$ cat src/hw/rtl/rbs_pkg.sv
// Shared types, widths, register indexes and helper functions for the
// ray/box slab intersection unit. No dependencies.
package rbs_pkg;

    localparam int COORD_FRAC_BITS = 16;
    localparam int DIR_FRAC_BITS   = 14;

    localparam int COORD_W = 32;
    localparam int DIR_W   = 16;
    localparam int DIST_W  = 31;
    localparam int DIFF_W  = COORD_W + 1;
    localparam int MAG_W   = COORD_W;
    localparam int NUM_W   = MAG_W + DIR_FRAC_BITS;
    localparam int Q_W     = COORD_W;
    localparam int REM_W   = DIR_W;
    localparam int PROD_W  = DIR_W + COORD_W;
    localparam int SHIFT_W = PROD_W - DIR_FRAC_BITS;
    localparam int SUM_W   = SHIFT_W + 1;

    localparam int NUM_AXES = 3;
    localparam int AXIS_W   = 2;
    localparam logic [AXIS_W-1:0] AX_X = 2'd0;
    localparam logic [AXIS_W-1:0] AX_Y = 2'd1;
    localparam logic [AXIS_W-1:0] AX_Z = 2'd2;

    // Configuration port.
    localparam int CFG_W     = 32;
    localparam int CFG_IDX_W = 3;
    localparam logic [CFG_IDX_W-1:0] CFG_MIN_X = 3'd0;
    localparam logic [CFG_IDX_W-1:0] CFG_MIN_Y = 3'd1;
    localparam logic [CFG_IDX_W-1:0] CFG_MIN_Z = 3'd2;
    localparam logic [CFG_IDX_W-1:0] CFG_MAX_X = 3'd3;
    localparam logic [CFG_IDX_W-1:0] CFG_MAX_Y = 3'd4;
    localparam logic [CFG_IDX_W-1:0] CFG_MAX_Z = 3'd5;

    // Tolerances: the tie window is 1e-4 in Q16.16 and the parallel test
    // is 1e-6 in Q2.14, both reduced to integer magnitude limits.
    localparam int TIE_LIMIT = ((1 << COORD_FRAC_BITS) - 1) / 10000;
    localparam int PAR_LIMIT = ((1 << DIR_FRAC_BITS) - 1) / 1000000;
    localparam int NZ_LIMIT  = (1 << DIR_FRAC_BITS) / 1000000;
    localparam int DIR_ONE   = 1 << DIR_FRAC_BITS;

    // Divider pipeline shape.
    localparam int DIV_BITS_PER_STAGE = 4;
    localparam int DIV_ITERS          = Q_W / DIV_BITS_PER_STAGE;
    localparam int DIV_LAT            = DIV_ITERS + 2;

    // Front-to-back queue.
    localparam int QUEUE_DEPTH = 4;
    localparam int QPTR_W      = $clog2(QUEUE_DEPTH);
    localparam int QCNT_W      = QPTR_W + 1;

    typedef logic signed [COORD_W-1:0] coord_t;
    typedef logic signed [DIR_W-1:0]   dir_t;
    typedef logic [DIST_W-1:0]         dist_t;
    typedef logic signed [DIFF_W-1:0]  diff_t;
    typedef logic signed [PROD_W-1:0]  prod_t;

    localparam coord_t COORD_MAX = {1'b0, {(COORD_W-1){1'b1}}};
    localparam coord_t COORD_MIN = {1'b1, {(COORD_W-1){1'b0}}};
    localparam dir_t   DIR_MAX   = {1'b0, {(DIR_W-1){1'b1}}};
    localparam dir_t   DIR_MIN   = {1'b1, {(DIR_W-1){1'b0}}};
    localparam dir_t   NORM_POS  = DIR_W'(DIR_ONE);
    localparam dir_t   NORM_NEG  = DIR_W'(-DIR_ONE);

    typedef struct packed {
        coord_t [NUM_AXES-1:0] lo;
        coord_t [NUM_AXES-1:0] hi;
    } box_t;

    // One classified ray as it sits in the queue.
    typedef struct packed {
        coord_t [NUM_AXES-1:0] origin;
        dir_t   [NUM_AXES-1:0] dir;
        dist_t                 max_dist;
        diff_t  [NUM_AXES-1:0] dlo;
        diff_t  [NUM_AXES-1:0] dhi;
        logic                  in_box;
        logic                  par_miss;
    } front_item_t;

    function automatic logic [DIR_W-1:0] dir_mag(input dir_t d);
        return d[DIR_W-1] ? (DIR_W'(~d) + DIR_W'(1)) : DIR_W'(d);
    endfunction

    function automatic logic dir_is_parallel(input dir_t d);
        return dir_mag(d) <= DIR_W'(PAR_LIMIT);
    endfunction

    function automatic logic dir_is_nonzero(input dir_t d);
        return dir_mag(d) > DIR_W'(NZ_LIMIT);
    endfunction

endpackage

$ cat src/hw/rtl/rbs_queue.sv
// Short flop-based queue between the front end and the back-end pipeline.
// Depends on rbs_pkg.
module rbs_queue import rbs_pkg::*; (
    input  logic        clk,
    input  logic        rst_n,
    input  logic        push,
    input  front_item_t push_item,
    output logic        full,
    input  logic        pop,
    output logic        head_valid,
    output front_item_t head_item
);

    front_item_t         mem_reg [QUEUE_DEPTH];
    logic [QPTR_W-1:0]   wr_ptr_reg, wr_ptr_next;
    logic [QPTR_W-1:0]   rd_ptr_reg, rd_ptr_next;
    logic [QCNT_W-1:0]   count_reg, count_next;

    assign full       = (count_reg == QCNT_W'(QUEUE_DEPTH));
    assign head_valid = (count_reg != '0);
    assign head_item  = mem_reg[rd_ptr_reg];

    always_comb
    begin
        wr_ptr_next = push ? wr_ptr_reg + QPTR_W'(1) : wr_ptr_reg;
        rd_ptr_next = pop  ? rd_ptr_reg + QPTR_W'(1) : rd_ptr_reg;
        count_next  = count_reg + QCNT_W'(push) - QCNT_W'(pop);
    end

    always_ff @(posedge clk or negedge rst_n)
    begin
        if (!rst_n)
        begin
            wr_ptr_reg <= '0;
            rd_ptr_reg <= '0;
            count_reg  <= '0;
        end
        else
        begin
            wr_ptr_reg <= wr_ptr_next;
            rd_ptr_reg <= rd_ptr_next;
            count_reg  <= count_next;
        end
    end

    always_ff @(posedge clk)
    begin
        if (push)
        begin
            mem_reg[wr_ptr_reg] <= push_item;
        end
    end

    a_pop_nonempty: assert property (@(posedge clk) disable iff (!rst_n)
        pop |-> count_reg != '0)
        else $error("queue popped while empty");

    a_count_ptrs: assert property (@(posedge clk) disable iff (!rst_n)
        count_reg[QPTR_W-1:0] == QPTR_W'(wr_ptr_reg - rd_ptr_reg))
        else $error("queue count disagrees with pointers");

endmodule

$ cat config.mk
export PLATFORM = sky130hd
export DESIGN_NAME = rbs_queue
export DESIGN_NICKNAME = d
export VERILOG_FILES = /design/src/hw/rtl/rbs_pkg.sv /design/src/hw/rtl/rbs_queue.sv
export SDC_FILE = /design/constraint.sdc
export NUM_CORES = 1
export LEC_CHECK = 0
export BUFFER_PORTS_ARGS = -buffer_cell sky130_fd_sc_hd__buf_2
export CAP_MARGIN = 5
export CORE_ASPECT_RATIO = 0.5
export CORE_MARGIN = 3
export CORE_UTILIZATION = 50
export DETAILED_ROUTE_END_ITERATION = 6
export PLACE_DENSITY_LB_ADDON = 0.08
export SLEW_MARGIN = 20
export SYNTH_ARGS = -nofsm -noshare
export SYNTH_HDL_FRONTEND = slang
export SYNTH_SLANG_ARGS = --single-unit
$ cat constraint.sdc
create_clock -name clk -period 24.7 [get_ports clk]
set_clock_uncertainty 0.1 [all_clocks]
set_input_delay 4.94 -clock clk [delete_from_list [all_inputs] [get_ports clk]]
set_output_delay 4.94 -clock clk [all_outputs]
set_load 0.05 [all_outputs]
==> out/qor.yml <==
run_status:
  status: "finished, final reports clean"
power:
  p_per_area_nw_per_um2: 140
  p_switching_mw: 3.53
  seqPwrFrac: 0.387
  power.share.combinational: 0.390
  power_leakage_nw: 21.6
  internal_power_mw: 5.43
  p_sw_frac: 0.394
  p_clk_frac: 0.223
  ir_worst_vdd_mv: 0.0895
min_path:
  min_from: "wr_ptr_reg[0]"
  hold_class: "reg2reg"
  min_path_cells: 1
grt:
  antenna_found_initial: 47
  grt_util_all_layers: 0.210
  overflow: 0
  grt_max_degree: 127
  grt_pass1_vias: 25100
  grt_pass1_wl_um: 172000
layout:
  largest_reg_flops: 1500
  drive_above_1_share: 0.457
  final_area_um2: 64000
  nets: 3222
  syn_to_final_growth_pct: 17.3
floorplanning:
  initial_core_util: 0.512
  io_pins: 756
  core-area_um2: 107000
  die-width_um: 473
  rows: 84
  die_y_um: 240
  dieArea_um2: 113000
critical_path:
  rr_endpoint: "mem_reg[2][112]"
  endpoint_kind: "primary output"
  max_stage_delay_ns: 1.01
  worstSetupPathType: "reg2out"
  worst-path-max-fanout: 42
  cp-startpoint: "rd_ptr_reg[0]"
  worstPathArrival_ns: 4.72
  regToRegSetupSlack_ns: 20.43
  endpoint: "head_item[101]"
  cp_common_cell: "buf_4"
  crit_chain: "buf_4 -> buf_4 -> buf_4 -> mux4_2 -> buf_2"
  r2r_start: "wr_ptr_reg[0]"
  reg2regPathDepth: 6
  crit_path_start_kind: "register"
  crit_slowest_cell: "dfrtp_4"
  required_ns: 19.66
sta:
  slew_headroom: 0.278
  fin_tns_setup_ns: 0
  fin_crit_ns: 9.76
  max_freq_mhz: 102
  worstMarginPinSlew_ns: 1.08
  finalSetupViolations: 0
  min_period_over_period: 0.395
  hold_violations: 0
  slew_viol_final: 0
  layout_setup_ws_ns: 14.94
  rsz0062_at_grt: "false"
  hold_ws_ns: 0.448
clock_network:
  clk_latency_ns: 0.72
  cts_hold_buffers: 0
  clock_path_buffers: 3
  ctsResizeCount: 0
  cts_tree: "yes"
  cts_root_buffer: "clkbuf_16"
  numClockSinks: 1507
  path_clk_slew_ns: 0.06
  numCtsBuffers: 134
  postCtsSetupBuffers: 0
  h-tree-depth: 4
placement:
  dp_hpwl_um: 75000
  placed_area_um2: 59800
  place_ws_ns: 15.46
  numPortBuffers: 755
  gp_congestion: 0.767
yosys:
  synth_top_area_frac: 0.826
  yosys_warnings: 0
  syn-num-nets: 2379
  synth-seq-cells: 1507
  syn_avg_cell_area_um2: 27.4
  synth.yosys.seq_area_share: 0.829
  synth_top_area_cell: "edfxtp_1"
  syn-cell-area_um2: 54500
  synthCells: 1993
  ys_types: 17
  synth_area_leaders: "edfxtp_1 (83%), mux4_2 (15%), buf_6 (0.78%), buf_2 (0.35%), dfrtp_1 (0.32%)"
route:
  ant_nets: 0
  vias: 24100
  wl_per_cell_um: 27.1
  wl_um: 119000
  drc: 0
  drtIter0Drc: 1577
  dr.pass1.iters: 5
  via_per_inst: 5.50
run:
  cap_violations: 0
==> cell usage after synthesis, drive strengths merged <==
| master | number |
|---|---|
| buf | 79 |
| and2 | 4 |
| ha | 6 |
| clkbuf | 5 |
| or3 | 1 |
| nand2 | 2 |
| xnor2 | 3 |
| edfxtp | 1500 |
| o21ai | 1 |
| mux4 | 375 |
| inv | 6 |
| and3 | 1 |
| fa | 1 |
| xor2 | 2 |
| dfrtp | 7 |
==> logic make-up (layout without fill, tap and decap cells) <==
family / Yosys count / in the layout / share of synthesized area
adder cells (fa/ha/maj): 7 / 7 / 0.00174
flip-flops: 1507 / 1507 / 0.829
XOR/XNOR: 5 / 5 / 0.000803
other: 0 / 23 / 0
multiplexers: 375 / 375 / 0.155
AND/OR/NAND/NOR: 8 / 8 / 0.000826
AO/OA/AOI/OAI: 1 / 1 / 0.0000917
buffers and inverters: 90 / 1031 / 0.0125
==> power by group through the flow <==
stage	sequential (mW)	clock, mW	combinational [mW]
after floorplan	3.66	0	2.75
after global placement	3.51	0	3.57
after detailed placement	3.53	0	3.57
after CTS	3.47	2.05	3.58
after global routing	3.51	2.16	3.65
final	3.47	2.00	3.49
==> routing by layer <==
layer | track usage | share of wire | vias up
li1 | - | - | 10400
met1 | 0.250 | 0.37 | 12900
met5 | 0 | 0.00066 | -
met2 | 0.374 | 0.55 | 559
met4 | 0.0881 | 0.037 | 12
met3 | 0.0432 | 0.044 | 221
==> per-stage QoR <==
step / std cells / util / power [mW]
after floorplan: 1993 / - / 6.41
after global placement: 4119 / 0.561 / 7.08
after detailed placement: 4119 / 0.561 / 7.10
after CTS: 4353 / 0.600 / 9.10
after global routing: 4367 / 0.600 / 9.31
final: 4376 / 0.600 / 8.96
==> cell type report <==
cell class | count | area (um2)
Timing Repair Buffer | 791 | 4110
Inverter | 6 | 22.5
Tap cell | 1419 | 1780
Clock inverter | 64 | 455
Multi-Input combinational cell | 396 | 8640
Antenna cell | 23 | 57.6
Sequential cell | 1507 | 45200
Clock buffer | 170 | 3680
Fill cell | 7613 | 42600
==> worst min-delay path by stage <==
stage	to	slack, ns
floorplan	wr_ptr_reg[0]	0.39
global placement	wr_ptr_reg[0]	0.43
detailed placement	wr_ptr_reg[0]	0.43
CTS	wr_ptr_reg[0]	0.45
global route	wr_ptr_reg[0]	0.48
finish	wr_ptr_reg[0]	0.45
==> layout by cell type, fill, tap and decap left out <==
cell type,n
clkinv_2,17
clkinv_1,38
edfxtp_1,1500
dfrtp_4,2
and3_1,1
clkbuf_1,27
xnor2_1,3
xor2_1,2
ha_1,6
dfrtp_1,5
diode_2,23
o21ai_0,1
inv_6,1
buf_4,31
clkinv_4,1
fa_1,1
mux4_2,375
or3_1,1
buf_2,755
clkbuf_16,143
nand2_1,2
inv_1,6
and2_4,4
buf_12,5
bufinv_16,7
==> worst max-delay path: cells and delay by family, from the launching register on <==
family                 cells  cell delay (ns)
multiplexers               1             0.59
buffers and inverters      4             2.24
flip-flops                 1             1.01
Power figures use the tool's default switching activity.
