===== src/hw/rtl/rbs_pkg.sv =====
// Shared types, widths, register indexes and helper functions for the
// ray/box slab intersection unit. No dependencies.
package rbs_pkg;

    localparam int COORD_FRAC_BITS = 16;
    localparam int DIR_FRAC_BITS   = 14;

    localparam int COORD_W = 32;
    localparam int DIR_W   = 16;
    localparam int DIST_W  = 31;
    localparam int DIFF_W  = COORD_W + 1;
    localparam int MAG_W   = COORD_W;
    localparam int NUM_W   = MAG_W + DIR_FRAC_BITS;
    localparam int Q_W     = COORD_W;
    localparam int REM_W   = DIR_W;
    localparam int PROD_W  = DIR_W + COORD_W;
    localparam int SHIFT_W = PROD_W - DIR_FRAC_BITS;
    localparam int SUM_W   = SHIFT_W + 1;

    localparam int NUM_AXES = 3;
    localparam int AXIS_W   = 2;
    localparam logic [AXIS_W-1:0] AX_X = 2'd0;
    localparam logic [AXIS_W-1:0] AX_Y = 2'd1;
    localparam logic [AXIS_W-1:0] AX_Z = 2'd2;

    // Configuration port.
    localparam int CFG_W     = 32;
    localparam int CFG_IDX_W = 3;
    localparam logic [CFG_IDX_W-1:0] CFG_MIN_X = 3'd0;
    localparam logic [CFG_IDX_W-1:0] CFG_MIN_Y = 3'd1;
    localparam logic [CFG_IDX_W-1:0] CFG_MIN_Z = 3'd2;
    localparam logic [CFG_IDX_W-1:0] CFG_MAX_X = 3'd3;
    localparam logic [CFG_IDX_W-1:0] CFG_MAX_Y = 3'd4;
    localparam logic [CFG_IDX_W-1:0] CFG_MAX_Z = 3'd5;

    // Tolerances: the tie window is 1e-4 in Q16.16 and the parallel test
    // is 1e-6 in Q2.14, both reduced to integer magnitude limits.
    localparam int TIE_LIMIT = ((1 << COORD_FRAC_BITS) - 1) / 10000;
    localparam int PAR_LIMIT = ((1 << DIR_FRAC_BITS) - 1) / 1000000;
    localparam int NZ_LIMIT  = (1 << DIR_FRAC_BITS) / 1000000;
    localparam int DIR_ONE   = 1 << DIR_FRAC_BITS;

    // Divider pipeline shape.
    localparam int DIV_BITS_PER_STAGE = 4;
    localparam int DIV_ITERS          = Q_W / DIV_BITS_PER_STAGE;
    localparam int DIV_LAT            = DIV_ITERS + 2;

    // Front-to-back queue.
    localparam int QUEUE_DEPTH = 4;
    localparam int QPTR_W      = $clog2(QUEUE_DEPTH);
    localparam int QCNT_W      = QPTR_W + 1;

    typedef logic signed [COORD_W-1:0] coord_t;
    typedef logic signed [DIR_W-1:0]   dir_t;
    typedef logic [DIST_W-1:0]         dist_t;
    typedef logic signed [DIFF_W-1:0]  diff_t;
    typedef logic signed [PROD_W-1:0]  prod_t;

    localparam coord_t COORD_MAX = {1'b0, {(COORD_W-1){1'b1}}};
    localparam coord_t COORD_MIN = {1'b1, {(COORD_W-1){1'b0}}};
    localparam dir_t   DIR_MAX   = {1'b0, {(DIR_W-1){1'b1}}};
    localparam dir_t   DIR_MIN   = {1'b1, {(DIR_W-1){1'b0}}};
    localparam dir_t   NORM_POS  = DIR_W'(DIR_ONE);
    localparam dir_t   NORM_NEG  = DIR_W'(-DIR_ONE);

    typedef struct packed {
        coord_t [NUM_AXES-1:0] lo;
        coord_t [NUM_AXES-1:0] hi;
    } box_t;

    // One classified ray as it sits in the queue.
    typedef struct packed {
        coord_t [NUM_AXES-1:0] origin;
        dir_t   [NUM_AXES-1:0] dir;
        dist_t                 max_dist;
        diff_t  [NUM_AXES-1:0] dlo;
        diff_t  [NUM_AXES-1:0] dhi;
        logic                  in_box;
        logic                  par_miss;
    } front_item_t;

    function automatic logic [DIR_W-1:0] dir_mag(input dir_t d);
        return d[DIR_W-1] ? (DIR_W'(~d) + DIR_W'(1)) : DIR_W'(d);
    endfunction

    function automatic logic dir_is_parallel(input dir_t d);
        return dir_mag(d) <= DIR_W'(PAR_LIMIT);
    endfunction

    function automatic logic dir_is_nonzero(input dir_t d);
        return dir_mag(d) > DIR_W'(NZ_LIMIT);
    endfunction

endpackage


===== src/hw/rtl/rbs_channels.sv =====
// Handshake channel interfaces for the ray input and the hit result.
// Depends on rbs_pkg.
interface rbs_ray_if import rbs_pkg::*; ();
    logic   valid;
    logic   ready;
    coord_t origin_x;
    coord_t origin_y;
    coord_t origin_z;
    dir_t   dir_x;
    dir_t   dir_y;
    dir_t   dir_z;
    dist_t  max_dist;

    modport source (output valid, output origin_x, output origin_y, output origin_z,
                    output dir_x, output dir_y, output dir_z, output max_dist,
                    input ready);
    modport sink (input valid, input origin_x, input origin_y, input origin_z,
                  input dir_x, input dir_y, input dir_z, input max_dist,
                  output ready);
endinterface



===== src/hw/rtl/rbs_front.sv =====
// Front end: takes rays, computes the slab offsets and classifies each ray
// as inside the box, missed by a parallel axis, or needing the slab test.
// Depends on rbs_pkg and rbs_channels.
module rbs_front import rbs_pkg::*; (
    rbs_ray_if.sink     ray,
    input  box_t        box,
    input  logic        q_full,
    output logic        push,
    output front_item_t item
);

    logic [NUM_AXES-1:0] in_slab;
    logic [NUM_AXES-1:0] parallel;

    assign ray.ready = !q_full;
    assign push      = ray.valid && !q_full;

    always_comb
    begin
        item.origin[0] = ray.origin_x;
        item.origin[1] = ray.origin_y;
        item.origin[2] = ray.origin_z;
        item.dir[0]    = ray.dir_x;
        item.dir[1]    = ray.dir_y;
        item.dir[2]    = ray.dir_z;
        item.max_dist  = ray.max_dist;
        for (int k = 0; k < NUM_AXES; k++)
        begin
            item.dlo[k] = DIFF_W'($signed(box.lo[k])) - DIFF_W'($signed(item.origin[k]));
            item.dhi[k] = DIFF_W'($signed(box.hi[k])) - DIFF_W'($signed(item.origin[k]));
            // The origin sits in the slab when lo - o <= 0 and hi - o >= 0.
            in_slab[k]  = item.dlo[k][DIFF_W-1] || (item.dlo[k] == '0);
            in_slab[k]  = in_slab[k] && !item.dhi[k][DIFF_W-1];
            parallel[k] = dir_is_parallel(item.dir[k]);
        end
        item.in_box   = &in_slab;
        item.par_miss = |(parallel & ~in_slab);
    end

endmodule


===== src/flat_wrapper.sv =====
// flat-port wrapper written by rule: the top's interface ports become plain ports
module rbs_front_flat import rbs_pkg::*;
  (box, q_full, push, item, ray_valid, ray_origin_x, ray_origin_y, ray_origin_z, ray_dir_x, ray_dir_y, ray_dir_z, ray_max_dist, ray_ready);
  rbs_ray_if ray_i ();
  input  box_t box;
  input  logic q_full;
  output logic push;
  output front_item_t item;
  input wire logic [$bits(ray_i.valid)-1:0] ray_valid;
  input wire logic [$bits(ray_i.origin_x)-1:0] ray_origin_x;
  input wire logic [$bits(ray_i.origin_y)-1:0] ray_origin_y;
  input wire logic [$bits(ray_i.origin_z)-1:0] ray_origin_z;
  input wire logic [$bits(ray_i.dir_x)-1:0] ray_dir_x;
  input wire logic [$bits(ray_i.dir_y)-1:0] ray_dir_y;
  input wire logic [$bits(ray_i.dir_z)-1:0] ray_dir_z;
  input wire logic [$bits(ray_i.max_dist)-1:0] ray_max_dist;
  output wire logic [$bits(ray_i.ready)-1:0] ray_ready;
  assign ray_i.valid = ray_valid;
  assign ray_i.origin_x = ray_origin_x;
  assign ray_i.origin_y = ray_origin_y;
  assign ray_i.origin_z = ray_origin_z;
  assign ray_i.dir_x = ray_dir_x;
  assign ray_i.dir_y = ray_dir_y;
  assign ray_i.dir_z = ray_dir_z;
  assign ray_i.max_dist = ray_max_dist;
  assign ray_ready = ray_i.ready;
  rbs_front u_core (.ray(ray_i), .box(box), .q_full(q_full), .push(push), .item(item));
endmodule

===== config.mk =====
export PLATFORM = sky130hd
export DESIGN_NAME = rbs_front_flat
export DESIGN_NICKNAME = d
export VERILOG_FILES = /design/src/hw/rtl/rbs_pkg.sv /design/src/hw/rtl/rbs_channels.sv /design/src/hw/rtl/rbs_front.sv /design/src/flat_wrapper.sv
export SDC_FILE = /design/constraint.sdc
export NUM_CORES = 1
export LEC_CHECK = 0
export ABC_AREA = 0
export ABC_CLOCK_PERIOD_IN_PS = 11300
export BUFFER_PORTS_ARGS = -buffer_cell sky130_fd_sc_hd__buf_2
export CAP_MARGIN = 25
export CORE_AREA = 8 8 283 285
export DETAILED_ROUTE_END_ITERATION = 8
export DIE_AREA = 0 0 291 293
export GPL_TIMING_DRIVEN = 1
export PLACE_DENSITY_LB_ADDON = 0.2
export SETUP_SLACK_MARGIN = 0.02
export SLEW_MARGIN = 20
export SYNTH_ARGS = -nofsm -noshare
export SYNTH_HDL_FRONTEND = slang
export SYNTH_SLANG_ARGS = --single-unit

===== constraint.sdc =====
create_clock -name vclk -period 11.3
set_input_delay 1.695 -clock vclk [all_inputs]
set_output_delay 1.695 -clock vclk [all_outputs]
set_load 0.1 [all_outputs]

==> results_dict.tcl <==
set metrics [dict create \
    yosysTopAreaCellShare_pct 19.51 \
    fin_crit_sh_pct 73.91 \
    slowest_delay_ns 0.57 \
    syn_nets 2370 \
    ant_nets 0 \
    area_growth_pct 26.79 \
    drtIter0Drc 620 \
    portBuffers 684 \
    setup_viol 0 \
    drv_slew 0 \
    max-cap-violations 0 \
    grt_pass1_vias 14815 \
    fmax_ghz 0.1197 \
    io_pins 746 \
    worstSetupPathType "primary input to output port" \
    coreArea_um2 75440 \
    rsz0062_at_grt "false" \
    finalSetupTns_ns 0 \
    nets 2866 \
    synth_area_um2 12320 \
    wl_met1_um 26150 \
    dp_hpwl_um 57510 \
    fin_area_um2 15620 \
    dpl_cell_area_um2 15600 \
    post-route-util_pct 20.70 \
    critPathRequiredTime_ns 9.61 \
    grtUsageTotal_pct 13.33 \
    antenna_found_initial 12 \
    dr_wl_met3_um 3838 \
    drive_above_1_share_pct 31.35 \
    cp_num_buf_inv 2 \
    crit_chain "buf_2, ha_1, fa_1, nor2b_1, o31a_2, o311ai_1, nor4b_1, or3b_1, a2111o_1, or4b_1, or4b_1, nor4b_2, a21oi_1, a211oi_2, buf_2" \
    rows 101 \
    crit_family "simple AND/OR/NAND/NOR gates" \
    synth_area_leaders "ha_1 20%, buf_4 11%, xnor2_1 6.6%" \
    multi_input_area_um2 10250 \
    ff_latch_area_um2 0 \
    worstSetupStartpointType "primary input" \
    grt_pass1_wl_um 90870 \
    cts_resized 0 \
    crit_path_start "ray_origin_x[0]" \
    place_congestion 0.8385 \
    drcViolationCount 0 \
    seq_cells 0 \
    ys.warnings.count 0 \
    wl_met2_um 31290 \
    fillers 8712 \
    top_layer "met5" \
    drtPass1Iterations 5 \
    vias_per_cell 4.438 \
    postSynthAreaPerCell_um2 6.831 \
    die-area_um2 85260 \
    synth_top_area_cell "ha_1" \
    layout_min_cycle_time_ns 8.351 \
    die_y_um 293 \
    fin_hold_ws_ns 3.390 \
    postCtsHoldBufs 0 \
    maxSlewHeadroom_pct 40.25 \
    worstHoldStart "ray_max_dist[0]" \
    tightest_slew_ns 0.8842 \
    hold_path.class "primary input to output port" \
    wl_per_cell_um 18.87 \
    status "finished, final reports clean" \
    syn_inst 1803 \
    clkbuf_count 0 \
    slowest_stage "or4b_1" \
    ys_seq_area_share_pct 0 \
    finalHoldViolCount 0 \
    endpoint_kind "output port" \
    overflow 0 \
    post_cts.repair.setup_buffers 0 \
    worst_ep_arrival_time_ns 6.66 \
    crit_path_max_fanout 6 \
    die_width_um 291 \
    ys_types 89 \
    start_util_pct 16.32 \
    wl_um 61920 \
    vias 14561 \
    grt_max_degree 11 \
]
-- final timing paths --
kind	end	slack, ns	cells after the start
setup / recovery	item[1]	2.95	15
hold / removal	item[200]	3.39	0
-- cells in the mapped netlist (13+ instances only) --
cell	number
clkbuf_1	16
xnor2_1	93
o21ai_1	22
xor2_1	31
nand2b_1	24
and2_1	22
nor2b_1	36
a21oi_1	148
nor3_1	52
a21o_1	64
a211oi_1	24
nand2_1	94
nor4_1	16
a31oi_1	26
ha_1	192
buf_4	175
inv_1	183
or3_1	13
nor2_1	138
nand4_1	20
nand3_1	50
o21a_1	37
o21ai_0	61
o21bai_1	15
and3_1	22
o211ai_1	21
-- metal layers --
layer,track usage (%),vias up
met5,0,-
met4,1.433,6
met3,2.740,38
met2,24.81,393
met1,16.16,6720
li1,-,7404
-- per-stage QoR --
stage,setup WS (ns),cells
after floorplan,1.863,1803
after global placement,2.905,3275
after detailed placement,2.825,3275
after CTS,2.810,3275
after global routing,2.668,3277
final,2.949,3281
-- layout by cell type (no fill, tap or decap), types with 9 or more instances in the layout --
cell type | Yosys | layout
buf_2 | 0 | 684
xnor2_1 | 93 | 93
a211oi_1 | 24 | 24
o31ai_1 | 9 | 9
o21a_1 | 37 | 37
o21ai_0 | 61 | 61
nor4_1 | 16 | 16
o21ai_1 | 22 | 22
o31a_1 | 11 | 11
a211o_1 | 9 | 9
inv_1 | 183 | 183
a21oi_1 | 148 | 148
a2111oi_0 | 11 | 11
nor2b_1 | 36 | 36
nor3_1 | 52 | 52
and3_1 | 22 | 22
o211ai_1 | 21 | 21
or2_2 | 11 | 11
nor2_1 | 138 | 138
and2_1 | 22 | 22
nand4_1 | 20 | 20
xor2_1 | 31 | 31
nand2_1 | 94 | 94
or3_1 | 13 | 13
ha_1 | 192 | 192
a221oi_1 | 9 | 9
a31oi_1 | 26 | 26
nand2b_1 | 24 | 24
o21bai_1 | 15 | 15
a21o_1 | 64 | 64
nand3_1 | 50 | 50
-- logic make-up (layout without fill, tap and decap cells) --
| kind of cell | after synthesis | in the layout | synth area share, % |
|---|---|---|---|
| AOI/OAI and AO/OA | 553 | 553 | 30.36 |
| xor gates and xnor gates | 124 | 124 | 8.818 |
| adders and majority gates | 198 | 198 | 20.48 |
| buffers and inverters | 376 | 870 | 16.79 |
| muxes | 10 | 10 | 0.8331 |
| other | 0 | 6 | 0 |
| and+or+nand+nor | 542 | 542 | 22.72 |
-- cell type report --
cell class / count / area share [%]
Multi-Input combinational cell: 1427 / 65.62
Timing Repair Buffer: 686 / 22.02
Tap cell: 978 / 7.837
Inverter: 184 / 4.423
Antenna cell: 6 / 0.09615
